## src/hdl/rse_pkg.sv

```systemverilog
// shared widths, codes and types of the rpn stack evaluator
package rse_pkg;

    // field widths
    localparam int DATA_W   = 32;
    localparam int CMD_W    = 3;
    localparam int DEPTH_W  = 7;
    localparam int STATUS_W = 2;

    // default number of stack entries
    localparam int STACK_DEPTH_DEF = 64;

    // step counter width of the bit-serial divider
    localparam int DIV_CNT_W = $clog2(DATA_W);

    // command codes
    localparam logic [CMD_W-1:0] CMD_PUSH = 3'd0;
    localparam logic [CMD_W-1:0] CMD_ADD  = 3'd1;
    localparam logic [CMD_W-1:0] CMD_SUB  = 3'd2;
    localparam logic [CMD_W-1:0] CMD_MUL  = 3'd3;
    localparam logic [CMD_W-1:0] CMD_DIV  = 3'd4;

    // status codes
    localparam logic [STATUS_W-1:0] ST_OK      = 2'd0;
    localparam logic [STATUS_W-1:0] ST_UNDER   = 2'd1;
    localparam logic [STATUS_W-1:0] ST_OVER    = 2'd2;
    localparam logic [STATUS_W-1:0] ST_DIVZERO = 2'd3;

    // per-cell move control: load from the cell above or the cell below
    typedef struct packed {
        logic load_up;
        logic load_down;
    } cell_ctrl_t;

endpackage

```

## src/hdl/rse_cell.sv

```systemverilog
// one stack entry of the cell chain
module rse_cell (
    input  logic                        aclk,
    input  rse_pkg::cell_ctrl_t         ctrl,
    input  logic [rse_pkg::DATA_W-1:0]  up_data,
    input  logic [rse_pkg::DATA_W-1:0]  down_data,
    output logic [rse_pkg::DATA_W-1:0]  data
);

    logic [rse_pkg::DATA_W-1:0] data_reg;

    // push moves entries down, pop moves them up
    always_ff @(posedge aclk) begin
        if (ctrl.load_up) begin
            data_reg <= up_data;
        end else if (ctrl.load_down) begin
            data_reg <= down_data;
        end
    end

    assign data = data_reg;

endmodule

```

## config.mk

```make
export PLATFORM = sky130hd
export DESIGN_NAME = rse_cell
export DESIGN_NICKNAME = d
export VERILOG_FILES = /design/src/hdl/rse_pkg.sv /design/src/hdl/rse_cell.sv
export SDC_FILE = /design/constraint.sdc
export NUM_CORES = 1
export LEC_CHECK = 0
export ABC_AREA = 1
export BUFFER_PORTS_ARGS = -buffer_cell sky130_fd_sc_hd__buf_2
export CAP_MARGIN = 20
export CORE_MARGIN = 4
export CORE_UTILIZATION = 36
export CTS_CLUSTER_SIZE = 25
export DETAILED_ROUTE_END_ITERATION = 8
export PLACE_DENSITY_LB_ADDON = 0.15
export REMOVE_ABC_BUFFERS = 1
export SLEW_MARGIN = 10
export SYNTH_ARGS = -nofsm -noshare
export SYNTH_HDL_FRONTEND = slang
export SYNTH_SLANG_ARGS = --single-unit
```

## constraint.sdc

```tcl
create_clock -name aclk -period 1.2 [get_ports aclk]
set_input_delay 0.24 -clock aclk [delete_from_list [all_inputs] [get_ports aclk]]
set_output_delay 0.24 -clock aclk [all_outputs]
set_load 0.05 [all_outputs]
```

## After elaboration in Yosys (flattened, before gate mapping)

Index checks and enable logic that the tools add are counted.
W data, S select, Z words.

- Flip-flop bits (word level): 32
- Logic and storage cells: 4

- Mux-type cells: 2
- Reductions and logical operators: 1

Operator list:

| kind | number |
|---|---|
| $mux W32 | 2 |
| $reduce_bool A2 Y1 | 1 |

## Logic depth before layout (Yosys ltp)

- Depth after elaboration: 2
- Gate-level depth with buffers: 5
- Gate-level depth less buffers: 3

## Least setup slack after synthesis

OpenSTA, ideal clock, no wires.

- Kind: input to register
- Start: input port ctrl[1] (netlist bit)
- End: register data_reg (netlist bit data[0]), enable pin
- Setup time: 0.329 ns
- Arrival: 0.871 ns
- Data required time: 0.871 ns
- Setup slack: 0.000 ns
- Stages: 2
- Path through: buf_6 -> or2_2

- Word-level cells in the longest chain between the ends: 1

Ends and longest elaborated chain:

| what | RTL line | text |
|---|---|---|
| start: declaration | rse_cell.sv:4 | `input rse_pkg::cell_ctrl_t ctrl,` |
| $reduce_bool A2 Y1 (no line) | -- |  |
| end signal: assignment | rse_cell.sv:15 | `data_reg <= up_data;` |
| end signal: assignment | rse_cell.sv:17 | `data_reg <= down_data;` |
| end: declaration | rse_cell.sv:10 | `logic [rse_pkg::DATA_W-1:0] data_reg;` |

No other way between the ends.
A chain may end at the register's enable or synchronous reset.

## Final worst setup path

- Start: register data_reg (netlist bit data[4])
- End: output port data[4] (netlist bit)

RTL lines:

| what | RTL line | text |
|---|---|---|
| end: declaration | rse_cell.sv:7 | `output logic [rse_pkg::DATA_W-1:0] data` |

No word-level cell between the ends.

==> impl_metrics.ini <==
[grt]
grt_max_degree = 34
grt-ovfl-total = 0
first_global_vias = 1119
gr-usage-all-layers = 0.1309
antenna_found_initial = 0
grt_pass1_wl_mm = 4.988

[sta]
tns_ns = 0
rsz0062_at_grt = false
setup_violations = 0
drv_slew = 0
fmax_mhz = 896.3
post-route-period-util = 0.9297
holdWs_ns = 0.2250
layout_min_cycle_time_ns = 1.116
worstMarginPinSlew_ns = 0.3037
setup_ws_ns = 0.08433
hold_viol_final = 0
max_slew_margin = 0.7975

[worst_hold_path]
min_path_type = in2reg
holdCritStartpoint = down_data[26]
whs_endpoint = data[26]$_DFFE_PP_
whs_path_depth = 3

[logic_synthesis]
synth_common_cells = nand2_1, edfxtp_1, buf_6
synth-compound-area-share = 0
syn_avg_cell_area_um2 = 10.23
synth_xor_area_frac = 0
syn-cell-area_um2 = 1401
synth_fa_ha_area_frac = 0
ys_top_cells_by_area = edfxtp_1, nand2_1, buf_6
synth-edff-count = 32
syn_inst = 137
synth_cell_type_count = 6
yosys.area.top_type_share = 0.6857
yosys.area.top_type = edfxtp_1
synth_most_common_cell = nand2_1
synth_top_family_by_area = simple AND/OR/NAND/NOR gates
synthMuxAreaShare = 0
ys_async_sr_fraction = 0
ys.flop_type = edfxtp_1
yosysSeqAreaShare = 0.6857
yosysWarnings = 0
synth_seq_cells = 32
synth-simple-area-share = 0.2616

[cts]
cts_buffers = 5
root_buffer = clkbuf_8
cts_setup_buffers = 0
cts_max_path_buffers = 2
cts_tree = built
holdBufCountCts = 0
h-tree-depth = 2
clkTransAtPathRegs_ns = 0.07
cts.sinks = 32
cts-resized-gates = 0

[critical_path]
end_kind = output port
cp_max_fo = 1
critical_path_class = reg2out
path_cells = buf_2
cp_top_family = flip-flops
startpoint_type = register
cp.required_ns = 0.96
cp_slowest_cell = edfxtp_1
crit_arrival_ns = 0.88
worst-path-buf-inv = 1
cpPeakStageDelay_ns = 0.38

[final_layout]
fill_cells = 377
area_growth_pct = 44.64
drive_gt1_frac = 0.4603
final_nets = 305
largest_register_ffs = 32
n_antenna_cell = 0

[placement]
pre_cts_ws_ns = 0.06640
gp_congestion = 0.6647
portBuffers = 98

[drt]
routed_wl_mm = 3.193
drt_first_pass_iters = 4
via_per_inst = 4.195
wl_per_cell_um = 11.13
ant_nets = 0
post-route-drc-count = 0
drtIter0Drc = 52
dr_total_vias = 1204

[job]
maxCapViolations = 0

[power_and_ir_drop]
powerDensity_nw_per_um2 = 1464
ir_drop_mv = 0.6850
p_leak_uw = 0.001082

[die]
start_util = 0.3771
placeableCoreArea_um2 = 3716
dieWidth_um = 70.39
row_count = 22
ios = 99
die_h_um = 70.39
die_area_um2 = 4955

[status]
outcome = finished, final reports clean
routing by layer:
metal,share of wire,GRT usage
met3,0.12,0.06475
met5,0,0
met2,0.49,0.2225
met4,0.0056,0.02553
met1,0.38,0.1484
placed cells by master (no fill, tap or decap), drive strengths merged:
master	Yosys	routed
edfxtp	32	32
clkinv	0	3
buf	7	101
clkbuf	0	5
or2	1	1
nand2	96	96
inv	1	1
per-stage QoR:
| stage | area (um^2) | total power, uW | utilization | std cells |
|---|---|---|---|---|
| 6_report | 2027 | 2968 | 0.5455 | 287 |
| 2_1_floorplan | 1334 | 1969 | - | 130 |
| 3_5_place_dp | 1944 | 2248 | 0.5232 | 279 |
| 4_1_cts | 2027 | 3007 | 0.5455 | 287 |
| 5_1_grt | 2027 | 3100 | 0.5455 | 287 |
| 3_3_place_gp | 1944 | 2242 | 0.5232 | 279 |
cells by family (layout without fill, tap and decap cells):
kind of cell	Yosys count	in the layout
buffers and inverters	8	110
AND/OR/NAND/NOR	97	97
flip-flops	32	32
worst max path at each step:
stage                         end              start  depth (start not counted)
2_1_floorplan   data[0]$_DFFE_PP_            ctrl[1]                          1
3_3_place_gp   data[28]$_DFFE_PP_            ctrl[1]                          3
3_5_place_dp   data[18]$_DFFE_PP_            ctrl[1]                          3
4_1_cts                   data[5]  data[5]$_DFFE_PP_                          1
5_1_grt                   data[5]  data[5]$_DFFE_PP_                          1
6_report                  data[4]  data[4]$_DFFE_PP_                          1
report_power, final:
group	switching, uW	internal (uW)
registers	25.6	1370
clock network	364	392
logic	602	212
area by class of cell:
class                      instances  area (um^2)  area share
clock buffer                       5        68.82     0.03395
tap                               48        60.06     0.02963
clock inverter                     3        13.76    0.006790
multi-input combinational         97        366.6      0.1809
timing repair buffer             101        550.5      0.2716
sequential                        32        960.9      0.4741
inverter                           1        6.256    0.003086
(Power assumes the default switching activity.)
