**src/hdl/rse_pkg.sv**
```systemverilog
// shared widths, codes and types of the rpn stack evaluator
package rse_pkg;

    // field widths
    localparam int DATA_W   = 32;
    localparam int CMD_W    = 3;
    localparam int DEPTH_W  = 7;
    localparam int STATUS_W = 2;

    // default number of stack entries
    localparam int STACK_DEPTH_DEF = 64;

    // step counter width of the bit-serial divider
    localparam int DIV_CNT_W = $clog2(DATA_W);

    // command codes
    localparam logic [CMD_W-1:0] CMD_PUSH = 3'd0;
    localparam logic [CMD_W-1:0] CMD_ADD  = 3'd1;
    localparam logic [CMD_W-1:0] CMD_SUB  = 3'd2;
    localparam logic [CMD_W-1:0] CMD_MUL  = 3'd3;
    localparam logic [CMD_W-1:0] CMD_DIV  = 3'd4;

    // status codes
    localparam logic [STATUS_W-1:0] ST_OK      = 2'd0;
    localparam logic [STATUS_W-1:0] ST_UNDER   = 2'd1;
    localparam logic [STATUS_W-1:0] ST_OVER    = 2'd2;
    localparam logic [STATUS_W-1:0] ST_DIVZERO = 2'd3;

    // per-cell move control: load from the cell above or the cell below
    typedef struct packed {
        logic load_up;
        logic load_down;
    } cell_ctrl_t;

endpackage

```
**src/hdl/rse_div.sv**
```systemverilog
// bit-serial signed divider, truncating toward zero, one quotient bit per cycle
module rse_div (
    input  logic                        aclk,
    input  logic                        aresetn,
    input  logic                        start,
    input  logic [rse_pkg::DATA_W-1:0]  dividend,
    input  logic [rse_pkg::DATA_W-1:0]  divisor,
    output logic [rse_pkg::DATA_W-1:0]  quotient,
    output logic                        done
);

    localparam int W = rse_pkg::DATA_W;

    logic                          busy_reg;
    logic                          done_reg;
    logic [rse_pkg::DIV_CNT_W-1:0] step_reg;
    logic [W-1:0]                  rem_reg;
    logic [W-1:0]                  quo_reg;
    logic [W-1:0]                  den_reg;
    logic                          neg_reg;

    logic [W:0]   shifted;
    logic [W:0]   diff;
    logic         ge;

    // restoring step: shift in the next dividend bit and try to subtract
    always_comb begin
        shifted = {rem_reg, quo_reg[W-1]};
        diff    = shifted - {1'b0, den_reg};
        ge      = ~diff[W];
    end

    // control
    always_ff @(posedge aclk) begin
        if (!aresetn) begin
            busy_reg <= 1'b0;
            done_reg <= 1'b0;
            step_reg <= '0;
        end else begin
            done_reg <= 1'b0;
            if (start) begin
                busy_reg <= 1'b1;
                step_reg <= '0;
            end else if (busy_reg) begin
                step_reg <= step_reg + 1'b1;
                if (step_reg == '1) begin
                    busy_reg <= 1'b0;
                    done_reg <= 1'b1;
                end
            end
        end
    end

    // datapath, operands held as magnitudes
    always_ff @(posedge aclk) begin
        if (start) begin
            rem_reg <= '0;
            quo_reg <= dividend[W-1] ? (W'(0) - dividend) : dividend;
            den_reg <= divisor[W-1] ? (W'(0) - divisor) : divisor;
            neg_reg <= dividend[W-1] ^ divisor[W-1];
        end else if (busy_reg) begin
            rem_reg <= ge ? diff[W-1:0] : shifted[W-1:0];
            quo_reg <= {quo_reg[W-2:0], ge};
        end
    end

    assign quotient = neg_reg ? (W'(0) - quo_reg) : quo_reg;
    assign done     = done_reg;

endmodule

```
**config.mk**
```make
export PLATFORM = sky130hd
export DESIGN_NAME = rse_div
export DESIGN_NICKNAME = d
export VERILOG_FILES = /design/src/hdl/rse_pkg.sv /design/src/hdl/rse_div.sv
export SDC_FILE = /design/constraint.sdc
export NUM_CORES = 1
export LEC_CHECK = 0
export ABC_AREA = 1
export ABC_CLOCK_PERIOD_IN_PS = 2270
export BUFFER_PORTS_ARGS = -buffer_cell sky130_fd_sc_hd__buf_2
export CAP_MARGIN = 20
export CELL_PAD_IN_SITES_DETAIL_PLACEMENT = 1
export CELL_PAD_IN_SITES_GLOBAL_PLACEMENT = 2
export CORE_MARGIN = 5
export CORE_UTILIZATION = 30
export CTS_BUF_LIST = sky130_fd_sc_hd__clkbuf_8
export DETAILED_ROUTE_END_ITERATION = 8
export HOLD_SLACK_MARGIN = 0.03
export MAX_ROUTING_LAYER = met4
export PLACE_DENSITY = 0.82
export SETUP_SLACK_MARGIN = 0.05
export SYNTH_ARGS = -nofsm -noshare
export SYNTH_HDL_FRONTEND = slang
export SYNTH_SLANG_ARGS = --single-unit
```
**constraint.sdc**
```tcl
create_clock -name aclk -period 2.27 [get_ports aclk]
set_input_delay 0.1135 -clock aclk [delete_from_list [all_inputs] [get_ports aclk]]
set_output_delay 0.1135 -clock aclk [all_outputs]
set_load 0.01 [all_outputs]
```
After elaboration in Yosys (flattened, before gate mapping):

Index checks and enable logic that the tools add are counted.
Widths: inputs -> output; s select.

* add/subtract/negate cells: 5
* equality and inequality tests: 1
* mux-type cells: 10
* bitwise gates (word level): 4
* reductions and logical operators: 3

Operator list (number)
* $mux 32: 5
* $sub 1x32->32 const A: 3
* $sub 33x32->33: 1
* $mux 31: 1
* $add 5x1->5 const B: 1
* $eq 5x5->1 const B: 1
* $mux 1: 4
* $not 1->1: 3
* $reduce_or 3->1: 1
* $reduce_bool 2->1: 1
* $reduce_or 2->1: 1
* $xor 1x1->1: 1

* bits in registers: 104
* input port bits: 67
* output and inout port bits: 33
* word-level logic and storage cells: 31

Longest topological paths before layout:

Gate-level depths: netlist of run 1.

* depth after elaboration: 4
* depth in mapped cells: 18
* mapped depth without buffers: 17

Worst setup path before layout of run 1:

No wires, ideal clock.

* kind: register to register
* start: register quo_reg[31]
* end: register quo_reg[0] (data pin)
* library setup time: 0.263 ns
* data arrival time: 1.949 ns
* required time: 2.007 ns
* slack: 0.057 ns
* cell stages (with the launch flop): 17
* clock period less this slack: 2.213 ns
* cells stage by stage: edfxtp_1 > inv_1 > ha_1 > fa_1 > inv_1 > nand2_1 > nand2_1 > nand3_1 > nand2_1 > nand2_1 > nand2_2 > nand2_4 > nand2_4 > nand2_2 > nand2_4 > buf_4 > o21ai_1

* cells in the longest elaborated chain, start to end: 4

RTL lines
* from (decl): RTL line rse_div.sv:18 `logic [W-1:0] quo_reg;`
* from (signal assigned): RTL line rse_div.sv:58 `quo_reg <= dividend[W-1] ? (W'(0) - dividend) : dividend;`
* from (signal assigned): RTL line rse_div.sv:63 `quo_reg <= {quo_reg[W-2:0], ge};`
* $sub 33x32->33: RTL line rse_div.sv:29 `diff = shifted - {1'b0, den_reg};`
* $not 1->1: RTL line rse_div.sv:30 `ge = ~diff[W];`
* $mux 32: RTL line rse_div.sv:61 `end else if (busy_reg) begin`
* $mux 32: RTL line rse_div.sv:56 `if (start) begin`

No other way between the ends. The select of a mux whose other input is x is not followed.
A chain may end at the register's enable or synchronous reset.

Final worst setup path of run 1:

* start: register quo_reg[0]
* end: output port quotient[24] in the netlist's numbering

* cells in the longest elaborated chain, start to end: 2

RTL lines
* $sub 1x32->32: RTL line rse_div.sv:67 `assign quotient = neg_reg ? (W'(0) - quo_reg) : quo_reg;`
* $mux 32: RTL line rse_div.sv:67
* to (decl): RTL line rse_div.sv:8 `output logic [rse_pkg::DATA_W-1:0] quotient,`

No other way between the ends.

==> results.tsv, run 1 <==
stage	metric	value	unit
place	place_congestion	0.911	
detailed_routing	drc_errors	0	
worst_setup_path	crit_fanout	2	
grt	antenna_found_initial	4	
grt	grt_pass1_wl	54.7	mm
final_layout	area_growth_syn_to_layout	35.1	%
grt	grt_max_degree	38	
pwr	netSwitchingPower	1890	uW
place	port_buffers	99	
pwr	internal_power	3320	uW
final_layout	multiInputGateArea	6280	um2
pwr	pwr_density_cell	415	nW/um2
timing	relSlewSlack	0.599	
grt	grtUsageTotal	0.206	
synthesis	ys_warn_count	0	
clock_tree	path_clk_slew	0.12	ns
worst_setup_path	worstPathRequired	2.16	ns
clock_tree	h-tree-depth	3	
synthesis	ys_top_cells_by_area	edfxtp_1 (21%), nand2_1 (20%), inv_1 (12%)	
place	placed_cells	2030	
worst_setup_path	r2r_end	rem_reg[3]$_SDFFE_PP0P_	
synthesis	synth_top_cell_by_area	edfxtp_1	
timing	rsz0062_at_grt	yes	
pwr	total_power	5210	uW
final_layout	nets	1796	
final_layout	finalNonFillerCells	2096	
die	start_util	0.303	
synthesis	avgSynthCellArea	6.26	um2
timing	fmax	384	MHz
synthesis	synth_commonest_cells	nand2_1 (498), inv_1 (291), nor2_1 (112), nand3_1 (104), edfxtp_1 (65)	
run_status	violations	negative setup slack	
grt	overflow	0	
synthesis	synth_edf_count	65	
synthesis	yosys.cell_count.top_type	nand2_1	
run	cap_viol_max_count	0	
synthesis	ys.flop_type	edfxtp_1	
synthesis	synth_seq_area_share	0.295	
timing	tightest_slew	0.601	ns
pwr	p_leak	0.00648	uW
place	dpl.hpwl	26.6	mm
run_status	status	finished with violations	
pwr	vdd_ir_drop_max	0.332	mV
die	rows	64	
pwr	seqPwrFrac	0.435	
die	pin_count	100	
synthesis	synthesis.nets	1586	
timing	skew	0.0166	ns
detailed_routing	drtIter0Drc	463	
worst_setup_path	cp-end-kind	primary output	
pwr	power_frac_clock	0.237	
synthesis	syn_inst	1481	
clock_tree	clockRootBuffer	clkbuf_8	
clock_tree	cts_buffers	9	
die	die_area	34500	um2
final_layout	num-fill-cells	3980	
clock_tree	clk_latency	0.40	ns
clock_tree	cts_sinks	104	
die	fp.coreArea	30600	um2
synthesis	synth_top_area_frac	0.210	
pwr	power_frac_comb	0.328	
worst_setup_path	crit_type	reg2out	
synthesis	async_flop_share	0	
synthesis	ys_ff_latch	104	
worst_setup_path	reg2reg_depth	16	
clock_tree	cts_tree	built	
synthesis	syn_area	9280	um2
timing	setup_viol	54	
timing	finalHoldViolCount	0	
clock_tree	clockBufferDepth	2	
worst_setup_path	startpoint	quo_reg[0]$_DFFE_PP_	
die	fp.dieH	186	um
detailed_routing	ant_nets	0	
worst_setup_path	r2r-start	rem_reg[16]$_SDFFE_PP0P_	
detailed_routing	drtPass1Iterations	5	
detailed_routing	wl_per_cell	16.7	um
die	die_w	186	um
grt	grt_pass1_vias	10500	
worst_setup_path	crit_path_end	quotient[24]	
timing	period_share	1.15	
synthesis	ys_types	44	
final_layout	regArea	2730	um2
final_layout	drive_gt1_frac	0.254	
timing	period_minus_slack	2.60	ns
timing	drv_slew	0	
worst_setup_path	cp.arrival	2.49	ns
detailed_routing	vias_per_cell	4.72	
worst_hold_path	min_path_type	in2reg	
pwr	swShare	0.362	
worst_setup_path	cp-start-kind	flop	
timing	worst_slack	-0.334	ns
detailed_routing	routed_wl	34.9	mm
worst_setup_path	r2r_slack	-0.19	ns
detailed_routing	vias	9888	
## per-layer routing
metal | wire, um | global-route usage
met1 | 15400 | 0.248
met2 | 18100 | 0.369
met3 | 790 | 0.0223
met4 | 564 | 0.0484
met5 | 0 | -
## worst min-delay path by stage
stage               depth (start not counted)                     to         from  slack (ns)
finish                                      3  den_reg[27]$_DFFE_PP_  divisor[27]        0.06
global route                                2  den_reg[26]$_DFFE_PP_  divisor[26]        0.04
CTS                                         3  den_reg[27]$_DFFE_PP_  divisor[27]        0.04
detailed placement                          1   den_reg[0]$_DFFE_PP_   divisor[0]        0.34
global placement                            1   den_reg[0]$_DFFE_PP_   divisor[0]        0.33
floorplan                                   0   den_reg[0]$_DFFE_PP_   divisor[0]        0.21
## cell families after synthesis
logic type,synth area share
buf+inv,0.137
flops,0.295
compound gates,0.0653
xor+xnor,0.0840
simple gates,0.367
fa+ha+maj,0.0521
## worst max-delay path, cell delays in order, from the launching register on
cell      delay, ns
edfxtp_1       0.46
inv_2          0.13
ha_4           0.16
nand3_4        0.08
nor3_4         0.17
nand2_2        0.11
nor2_4         0.13
buf_4          0.14
nand4_1        0.13
xor2_1         0.21
nand2_1        0.08
o21ai_1        0.12
buf_2          0.17
## stage by stage
step	TNS, ns	hold slack (ns)	worst slack [ns]	area, um2	utilization
global route	-14.50	0.0426	-0.471	12500	0.410
finish	-7.88	0.0587	-0.334	12500	0.410
CTS	-9.13	0.0370	-0.335	12100	0.396
floorplan	0	0.212	0.0572	9280	-
global placement	-0.553	0.326	-0.0381	10800	0.352
detailed placement	-2.03	0.339	-0.0956	10800	0.352
## power groups by stage
stage	Combinational [uW]	Sequential [uW]	Clock, uW
4_1_cts	1600	2260	1280
2_1_floorplan	845	2270	0
3_3_place_gp	1460	2300	0
3_5_place_dp	1470	2300	0
5_1_grt	1880	2280	1350
6_report	1710	2270	1230
## layout make-up
cell class	instances	share of cell area
multi-input cells	1048	0.501
clock buffers	9	0.00988
diodes	4	0.000799
clock inverters	7	0.00549
inverters	302	0.0904
well taps	396	0.0395
flip-flops and latches	104	0.218
repair buffers	226	0.134
## layout by cell type (no fill, tap or decap), drive strengths merged, types with 4 or more instances in the layout
| cell type | instances |
|---|---|
| diode | 4 |
| ha | 37 |
| and2 | 6 |
| nand3 | 106 |
| clkinv | 5 |
| nor2 | 117 |
| o21ai | 73 |
| dlygate4sd3 | 14 |
| dfxtp | 39 |
| or2 | 10 |
| inv | 303 |
| edfxtp | 65 |
| a21oi | 28 |
| nand2 | 506 |
| nor4 | 5 |
| xnor2 | 29 |
| xor2 | 60 |
| clkbuf | 10 |
| buf | 211 |
| nor3 | 30 |
| nand4 | 21 |
## repair_timing
item	in CTS	in global routing
hold buffers	13	1
setup endpoints to repair	56	63
buffers inserted	22	12
pin swaps	73	63
endpoints found under the hold margin	14	1
cloned	5	1
resized for setup	179	96
Power figures use the tool's default switching activity.
==> inputs of run 2 (changes only) <==
Settings changed: SETUP_SLACK_MARGIN 0.05 to not set.
==> results.tsv, run 2 (synthesis gave the netlist of run 1 again) <==
stage	metric	value	unit	change
detailed_routing	ant_nets	0		unchanged
place	placed_cells	2030		unchanged
worst_setup_path	cp.arrival	2.49	ns	about the same
pwr	vdd_ir_drop_max	0.335	mV	+0.95%
die	rows	64		unchanged
die	fp.coreArea	30600	um2	unchanged
place	dpl.hpwl	26.6	mm	unchanged
run	cap_viol_max_count	0		unchanged
detailed_routing	wl_per_cell	16.7	um	about the same
die	die_area	34500	um2	unchanged
run_status	violations	negative setup slack		
timing	finalHoldViolCount	0		unchanged
timing	drv_slew	0		unchanged
detailed_routing	drtPass1Iterations	4		-1
worst_setup_path	worstPathRequired	2.16	ns	about the same
place	place_congestion	0.911		unchanged
worst_setup_path	crit_family	simple AND/OR/NAND/NOR gates		
detailed_routing	routed_wl	34.9	mm	about the same
worst_setup_path	cp-end-kind	primary output		
final_layout	finalNonFillerCells	2096		unchanged
detailed_routing	vias_per_cell	4.72		about the same
place	port_buffers	99		unchanged
pwr	pwr_density_cell	416	nW/um2	+0.14%
worst_setup_path	cp-start-kind	flop		
worst_setup_path	worst_path_largest_cell_delay	0.46	ns	about the same
final_layout	layout_common_cells	nand2_1 (435), inv_1 (285), buf_2 (99)		
grt	grtUsageTotal	0.206		+0.000337
worst_setup_path	slowest_stage	edfxtp_1		
worst_hold_path	hold_path_depth	3		unchanged
worst_setup_path	r2r_slack	-0.22	ns	-0.03 ns
final_layout	final_cell_area	12500	um2	-0.15%
final_layout	nets	1796		unchanged
die	pin_count	100		unchanged
clock_tree	clockBufferDepth	2		unchanged
worst_setup_path	r2r_end	rem_reg[5]$_SDFFE_PP0P_		
final_layout	mostFrequentLayoutCell	nand2_1		
timing	period_share	1.15		about the same
worst_hold_path	hold_end	den_reg[27]$_DFFE_PP_		
timing	tightest_slew	0.611	ns	+0.0101 ns
worst_hold_path	min_path_type	in2reg		
timing	rsz0062_at_grt	yes		
worst_setup_path	cp_cell_sequence	inv_2, ha_4, nand3_4, nor3_4, nand2_2, nor2_4, buf_4, nand4_1, xor2_1, nand2_1, o21ai_1, buf_2		
timing	fmax	384	MHz	about the same
clock_tree	clockRootBuffer	clkbuf_8		
clock_tree	cts_buffers	9		unchanged
worst_setup_path	cp.buffers_inverters	3		unchanged
die	start_util	0.303		unchanged
timing	worst_slack	-0.332	ns	+0.00164 ns
grt	antenna_found_initial	4		unchanged
clock_tree	cts_sinks	104		unchanged
final_layout	drive_gt1_frac	0.254		-0.000590
timing	setup_viol	54		unchanged
timing	relSlewSlack	0.593		-0.00676
grt	overflow	0		unchanged
grt	grt_pass1_vias	10500		+0.029%
grt	grt_max_degree	38		unchanged
clock_tree	cts_tree	built		
worst_setup_path	crit_fanout	2		unchanged
final_layout	final_util	0.409		-0.000614
worst_setup_path	reg2reg_depth	17		+1
timing	fin_tns_setup	-8.89	ns	-1.01 ns
die	fp.dieH	186	um	unchanged
worst_hold_path	hp-start	divisor[27]		
pwr	p_leak	0.00647	uW	-0.11%
run_status	status	finished with violations		
clock_tree	clk_latency	0.41	ns	about the same
timing	period_minus_slack	2.60	ns	-0.00164 ns
grt	grt_pass1_wl	54.8	mm	+0.15%
detailed_routing	drc_errors	0		unchanged
place	placedInstanceArea	10800	um2	unchanged
detailed_routing	drtIter0Drc	470		+1.5%
final_layout	area_growth_syn_to_layout	34.9	%	
clock_tree	path_clk_slew	0.12	ns	about the same
timing	skew	0.0167	ns	+0.000182 ns
detailed_routing	vias	9894		+0.061%
die	die_w	186	um	unchanged
clock_tree	h-tree-depth	3		unchanged
worst_setup_path	crit_type	reg2out		
worst_setup_path	r2r-start	den_reg[20]$_DFFE_PP_		
run 2: worst max path at each step:
stage,start,to,slack [ns],cells after the start
finish,quo_reg[0]$_DFFE_PP_,quotient[24],-0.33,12
global route,quo_reg[0]$_DFFE_PP_,quotient[24],-0.47,12
CTS,quo_reg[0]$_DFFE_PP_,quotient[16],-0.33,12
detailed placement,den_reg[0]$_DFFE_PP_,rem_reg[16]$_SDFFE_PP0P_,-0.1,17
global placement,quo_reg[31]$_DFFE_PP_,quo_reg[0]$_DFFE_PP_,-0.04,16
floorplan,quo_reg[31]$_DFFE_PP_,quo_reg[0]$_DFFE_PP_,0.06,16
run 2: repair_timing:
action / 4_1_cts / 5_1_grt
setup buffers: 22 / 12
pin swaps: 71 / 63
hold endpoints to repair: 14 / 1
hold buffers: 13 / 1
cloned: 5 / 1
setup endpoints to repair: 54 / 64
gates resized for setup: 175 / 98
run 2: layout make-up:
class	count	area [um2]
Fill cell	3985	18100
Multi-Input combinational cell	1048	6270
Sequential cell	104	2730
Timing Repair Buffer	226	1680
Inverter	302	1130
Tap cell	396	495
Clock buffer	9	124
Clock inverter	7	68.8
Antenna cell	4	10.0
run 2: worst reg2reg max path: stages (launching register included):
cell      delay (ns)
edfxtp_1        0.35
inv_1           0.04
ha_2            0.38
nand2_1         0.11
nor2_2          0.16
inv_2           0.08
nor2_2          0.20
and2_4          0.20
nand2_4         0.08
nand2_4         0.08
buf_6           0.10
nand2_4         0.05
nand2_4         0.12
buf_6           0.13
buf_12          0.13
nand2_2         0.06
nand3_2         0.06
nand2_1         0.06
run 2: through the flow:
| step | worst slack (ns) | hold slack, ns | total power [uW] |
|---|---|---|---|
| 2_1_floorplan | 0.0572 | 0.212 | 3120 |
| 3_3_place_gp | -0.0381 | 0.326 | 3760 |
| 3_5_place_dp | -0.0956 | 0.339 | 3780 |
| 4_1_cts | -0.335 | 0.0370 | 5130 |
| 5_1_grt | -0.471 | 0.0426 | 5510 |
| 6_report | -0.332 | 0.0539 | 5210 |
run 2: per-layer routing:
layer | up-vias | share of wire | wire length, um | global-route usage
met5 | - | 0 | 0 | -
met4 | 0 | 0.019 | 660 | 0.0478
met3 | 49 | 0.024 | 844 | 0.0217
met2 | 146 | 0.52 | 18000 | 0.371
met1 | 4699 | 0.44 | 15400 | 0.248
li1 | 5000 | - | - | -
run 2: power breakdown:
part / leakage [uW] / switching [uW] / internal [uW]
clock network: 0.000102 / 727 / 513
logic: 0.00541 / 1070 / 628
registers: 0.000966 / 91.0 / 2180
total: 0.00647 / 1890 / 3320
